**config.mk**
```make
export PLATFORM = sky130hd
export DESIGN_NAME = qte_sqrt
export DESIGN_NICKNAME = d
export VERILOG_FILES = /design/src/qte_pkg.sv /design/src/qte_sqrt.sv
export SDC_FILE = /design/constraint.sdc
export NUM_CORES = 2
export LEC_CHECK = 0
export BUFFER_PORTS_ARGS = -buffer_cell sky130_fd_sc_hd__buf_2
export CAP_MARGIN = 10
export CORE_MARGIN = 5
export CORE_UTILIZATION = 60
export DETAILED_ROUTE_END_ITERATION = 10
export PLACE_DENSITY = 0.76
export SLEW_MARGIN = 10
export SYNTH_ARGS = -nofsm -noshare
export SYNTH_HDL_FRONTEND = slang
export SYNTH_SLANG_ARGS = --single-unit
export TNS_END_PERCENT = 100
```
**constraint.sdc**
```tcl
create_clock -name clock -period 7.79 [get_ports clock]
set_clock_uncertainty 0.15 [all_clocks]
set_input_delay 1.9475 -clock clock [delete_from_list [all_inputs] [get_ports clock]]
set_output_delay 1.9475 -clock clock [all_outputs]
set_load 0.05 [all_outputs]
```
**src/qte_pkg.sv**
```systemverilog
// shared types, constants and the arctangent step table for the quaternion to euler block
package qte_pkg;

   localparam int CORDIC_STEPS = 20;
   localparam int SQRT_STAGES = 31;
   localparam int CW = 38;   // width of atan2 operands
   localparam int XW = 40;   // width of cordic x/y datapath
   localparam int ZW = 35;   // width of cordic angle, q.30 radians
   localparam int RW = 31;   // width of square root result
   localparam int NW = 62;   // width of square root radicand
   localparam int PIPE_DEPTH = 4 + SQRT_STAGES + 1 + CORDIC_STEPS;

   localparam logic signed [ZW-1:0] PI_Q30 = 35'sd3373259426;
   localparam logic signed [CW-1:0] ONE_Q30 = 38'sd1073741824;
   localparam logic signed [13:0] CDEG_PER_RAD = 14'sd5730;

   typedef struct packed {
      logic signed [31:0] quat_w;
      logic signed [31:0] quat_x;
      logic signed [31:0] quat_y;
      logic signed [31:0] quat_z;
   } req_type;

   typedef struct packed {
      logic signed [14:0] roll_cdeg;
      logic signed [15:0] pitch_cdeg;
      logic signed [15:0] yaw_cdeg;
      logic asin_clamped;
   } rsp_type;

   typedef struct packed {
      logic signed [31:0] s;
      logic signed [CW-1:0] pn;
      logic signed [CW-1:0] pd;
      logic signed [CW-1:0] yn;
      logic signed [CW-1:0] yd;
      logic clamped;
   } side_type;

   // floor(atan(2^-i) * 2^30)
   function automatic logic [29:0] atan_step(input logic [4:0] idx);
      logic [29:0] r;
      unique case (idx)
         5'd0: r = 30'd843314856;
         5'd1: r = 30'd497837829;
         5'd2: r = 30'd263043836;
         5'd3: r = 30'd133525158;
         5'd4: r = 30'd67021686;
         5'd5: r = 30'd33543515;
         5'd6: r = 30'd16775850;
         5'd7: r = 30'd8388437;
         5'd8: r = 30'd4194282;
         5'd9: r = 30'd2097149;
         5'd10: r = 30'd1048575;
         5'd11: r = 30'd524287;
         5'd12: r = 30'd262143;
         5'd13: r = 30'd131071;
         5'd14: r = 30'd65535;
         5'd15: r = 30'd32767;
         5'd16: r = 30'd16383;
         5'd17: r = 30'd8191;
         5'd18: r = 30'd4095;
         5'd19: r = 30'd2047;
         5'd20: r = 30'd1023;
         5'd21: r = 30'd511;
         5'd22: r = 30'd255;
         5'd23: r = 30'd127;
         5'd24: r = 30'd63;
         5'd25: r = 30'd31;
         5'd26: r = 30'd15;
         5'd27: r = 30'd7;
         5'd28: r = 30'd3;
         5'd29: r = 30'd1;
         default: r = 30'd0;
      endcase
      return r;
   endfunction

endpackage

```
**src/qte_sqrt.sv**
```systemverilog
// pipelined floor integer square root, one result bit per stage
module qte_sqrt (
   input  logic clock,
   input  logic en,
   input  logic [qte_pkg::NW-1:0] radicand,
   output logic [qte_pkg::RW-1:0] root
);

   localparam int N = qte_pkg::SQRT_STAGES;

   logic [32:0] rem_ff [N];
   logic [qte_pkg::RW-1:0] root_ff [N];
   logic [qte_pkg::NW-1:0] rad_ff [N];

   for (genvar k = 0; k < N; k++) begin : g_stage
      logic [32:0] rem_prev;
      logic [qte_pkg::RW-1:0] root_prev;
      logic [qte_pkg::NW-1:0] rad_prev;
      logic [34:0] rem_sh;
      logic [34:0] trial;
      logic [32:0] rem_in;
      logic [qte_pkg::RW-1:0] root_in;

      if (k == 0) begin : g_first
         assign rem_prev = '0;
         assign root_prev = '0;
         assign rad_prev = radicand;
      end else begin : g_rest
         assign rem_prev = rem_ff[k-1];
         assign root_prev = root_ff[k-1];
         assign rad_prev = rad_ff[k-1];
      end

      always_comb begin
         rem_sh = {rem_prev, rad_prev[qte_pkg::NW-1 -: 2]};
         trial = {2'b00, root_prev, 2'b01};
         if (rem_sh >= trial) begin
            rem_in = 33'(rem_sh - trial);
            root_in = {root_prev[qte_pkg::RW-2:0], 1'b1};
         end else begin
            rem_in = rem_sh[32:0];
            root_in = {root_prev[qte_pkg::RW-2:0], 1'b0};
         end
      end

      always_ff @(posedge clock) begin
         if (en) begin
            rem_ff[k] <= rem_in;
            root_ff[k] <= root_in;
            rad_ff[k] <= {rad_prev[qte_pkg::NW-3:0], 2'b00};
         end
      end
   end

   assign root = root_ff[N-1];

endmodule

```
==> metrics.md <==
| Metric | Value |
|---|---|
| Die Span X | 442 µm |
| Starting Density | 0.603 |
| Num rows | 158 |
| Crit path cell chain | inv_1 > ha_1 > o21ai_0 > a211oi_1 > a32o_1 > a21oi_1 > o31a_1 > o21ai_0 > nand2_2 > mux2_2 |
| Synth area leaders | edfxtp_1 64%, ha_1 5.9%, xnor2_1 3.0%, xor2_1 2.8%, a21oi_1 2.3% |
| Max Slew Vio Count | 0 |
| Mapped cell area | 112000 µm² |
| Reg-to-Reg Start | root_ff[1][372] |
| Library cells used by synthesis | 101 |
| Die area | 195000 µm² |
| Synth top area share | 0.636 |
| Grt total ovfl | 0 |
| Final GP Congestion | 0.942 |
| Num CTS Buffers | 232 |
| CP max stage delay | 0.60 ns |
| Synth Flop Type | edfxtp_1 |
| LEAKAGE | 0.0466 µW |
| Critical Path RT | 8.25 ns |
| Post-synthesis sequential area ratio | 0.636 |
| Async SR Flop Fraction | 0 |
| Synth Warn # | 0 |
| Fmax | 236 MHz |
| Startpoint Class | register |
| Crit path DAT | 4.70 ns |
| Via count | 69100 |
| Area after DPL | 115000 µm² |
| Final instance area | 123000 µm² |
| Final setup vio count | 0 |
| Critical path's most frequent cell | o21ai_0 |
| IO Count | 95 |
| # resized after CTS | 0 |
| Synth Net Count | 9308 |
| First-pass DRT Iterations | 6 |
| Worst setup path startpoint | root_ff[1][372] |
| Final hold violation count | 0 |
| MaxCap Viol Count | 0 |
| GR Util All Layers | 0.236 |
| Fill cell count | 13400 |
| # hold bufs at CTS | 0 |
| Avg WL per Cell | 20.2 µm |
| Final Non-Filler Cells | 11600 |
| Fraction of layout cells with a size suffix above 1 | 0.0729 |
| H-tree depth | 4 |
| WP buf/inv | 1 |
| Synthesized area per cell | 12.8 µm² |
| Post-DP HPWL | 167000 µm |
| Min cycle time layout | 4.24 ns |
| Placed cell count | 11200 |
| First-pass GRT wire length | 368000 µm |
| Leading area contributor after synthesis | edfxtp_1 |
| Largest net degree at the start of global routing | 189 |
| Relative slew slack | 0.226 |
| Total wire length | 235000 µm |
| Number of global-route vias before repair | 66600 |
| Worst-margin pin slew | 1.16 ns |
| Slowest CP cell | nand2_2 |
| EDFF count, synth | 2368 |
| Outcome | finished clean |
| Number of DRC markers in iteration 0 | 6270 |
| Critical setup path kind | reg2reg |
| Core area | 185000 µm² |
| Post-CTS Setup Inserts | 0 |
| Via density | 5.95 |
| #FFs+latches synth | 2368 |
| # DRC | 0 |
| Delay-heaviest family, CP | compound AO/OA/AOI/OAI gates |
| Area Growth Syn to Fin | 10.1% |
| Worst-case clock buffer depth | 3 |
| Cells after Synth | 8716 |
| Hold Slack | 0.232 ns |
| Fin crit share | 0.544 |
| Cell Pwr Density | 290 nW/µm² |
| Clock latency on the worst-skew pair | 0.89 ns |
| Post-route ant nets | 0 |
| Die Y | 442 µm |
| Clk root buf | clkbuf_16 |
| Worst setup EP type | register |
| Final core occ | 0.664 |
| Initial antenna violation count | 6 |
| RSZ-0062 raised after global routing | false |
| CTS tree | yes |
| Port Buf Inserts | 94 |
| Fin nets | 9520 |
| Peak supply drop | 256 µV |
| Fin Setup TNS | 0 ns |
| CTS sink count | 2368 |
| CP max FO | 32 |
| Path category of the worst min-delay check | reg2reg |
| Clock-pin slew on the worst setup and hold paths | 0.06 ns |
| Hold wc startpoint | rad_ff[0][948] |
==> report_power, final <==
group / total [µW] / internal (µW) / switching, µW
Combinational: 7300 / 2970 / 4330
Sequential: 17200 / 16000 / 1150
Clock: 11200 / 6320 / 4850
==> path summary, 6_finish.rpt <==
path,to,slack [ns],depth (start not counted)
worst min register to register,rad_ff[1][50],0.23,0
worst max-delay path,rem_ff[1][449],3.55,10
worst max register to register,rem_ff[1][449],3.55,10
worst min-delay path,rad_ff[1][50],0.23,0
==> cells by family after synthesis <==
logic type / count (synthesis) / share of synthesized area
buffers and inverters: 834 / 0.0282
other: 1 / 0.0000335
DFF: 2368 / 0.636
xor gates and xnor gates: 743 / 0.0582
muxes: 97 / 0.00955
and+or+nand+nor: 2368 / 0.108
AOI/OAI and AO/OA: 1777 / 0.101
adders and majority gates: 528 / 0.0591
==> final cells by class <==
cell class                      count  area [µm²]  area share
Antenna cell                        2        5.00   0.0000406
Clock buffer                      268        5940      0.0483
Clock inverter                    169        1820      0.0148
Inverter                          665        2500      0.0203
Multi-Input combinational cell   5514       37600       0.305
Sequential cell                  2368       71100       0.578
Tap cell                         2480        3100      0.0252
Timing Repair Buffer              147        1060     0.00860
==> synthesized netlist by cell type, types with 37 or more instances <==
library cell,number
edfxtp_1,2368
inv_1,658
nand2_1,585
ha_1,528
a21oi_1,517
nor2_1,508
o21ai_0,435
xnor2_1,383
xor2_1,360
nor3_1,253
a21o_1,191
nand3_1,165
clkbuf_1,131
nor4_1,110
or3_1,105
nand2b_1,100
o21a_1,98
nand4_1,90
mux2_2,77
nor2b_1,76
o31ai_1,68
a211oi_1,65
or4_1,65
and3_1,64
o211ai_1,48
a31oi_1,47
or2_2,39
and2_1,38
nand3b_1,37
o21bai_1,37
==> registers in the layout, summed over array words and instances (netlist names) <==
name,cells
rad_ff,930
rem_ff,942
root_ff,496
==> layout by cell type, fill, tap and decap left out, types with 67 or more instances in the layout <==
cell type,instances
edfxtp_1,2368
inv_1,658
nand2_1,584
ha_1,528
a21oi_1,516
nor2_1,508
o21ai_0,435
xnor2_1,383
xor2_1,360
nor3_1,253
clkbuf_16,232
a21o_1,191
nand3_1,165
nor4_1,109
or3_1,105
nand2b_1,100
o21a_1,98
buf_2,93
nand4_1,90
mux2_2,77
nor2b_1,76
o31ai_1,67
==> per-stage QoR <==
| step | setup WS (ns) | total power [µW] |
|---|---|---|
| after CTS | 3.54 | 35800 |
| after detailed placement | 3.53 | 24600 |
| after global routing | 3.29 | 37400 |
| after global placement | 3.59 | 24400 |
| after floorplan | 4.47 | 22200 |
| final | 3.55 | 35700 |
==> per-layer routing <==
metal	track usage	routed length [µm]	up-vias
met5	0	13	-
met2	0.376	109000	2308
met1	0.330	102000	33300
met4	0.0757	7160	2
li1	-	-	33000
met3	0.0462	16500	420
No activity file was read; power rests on OpenSTA's default activity.
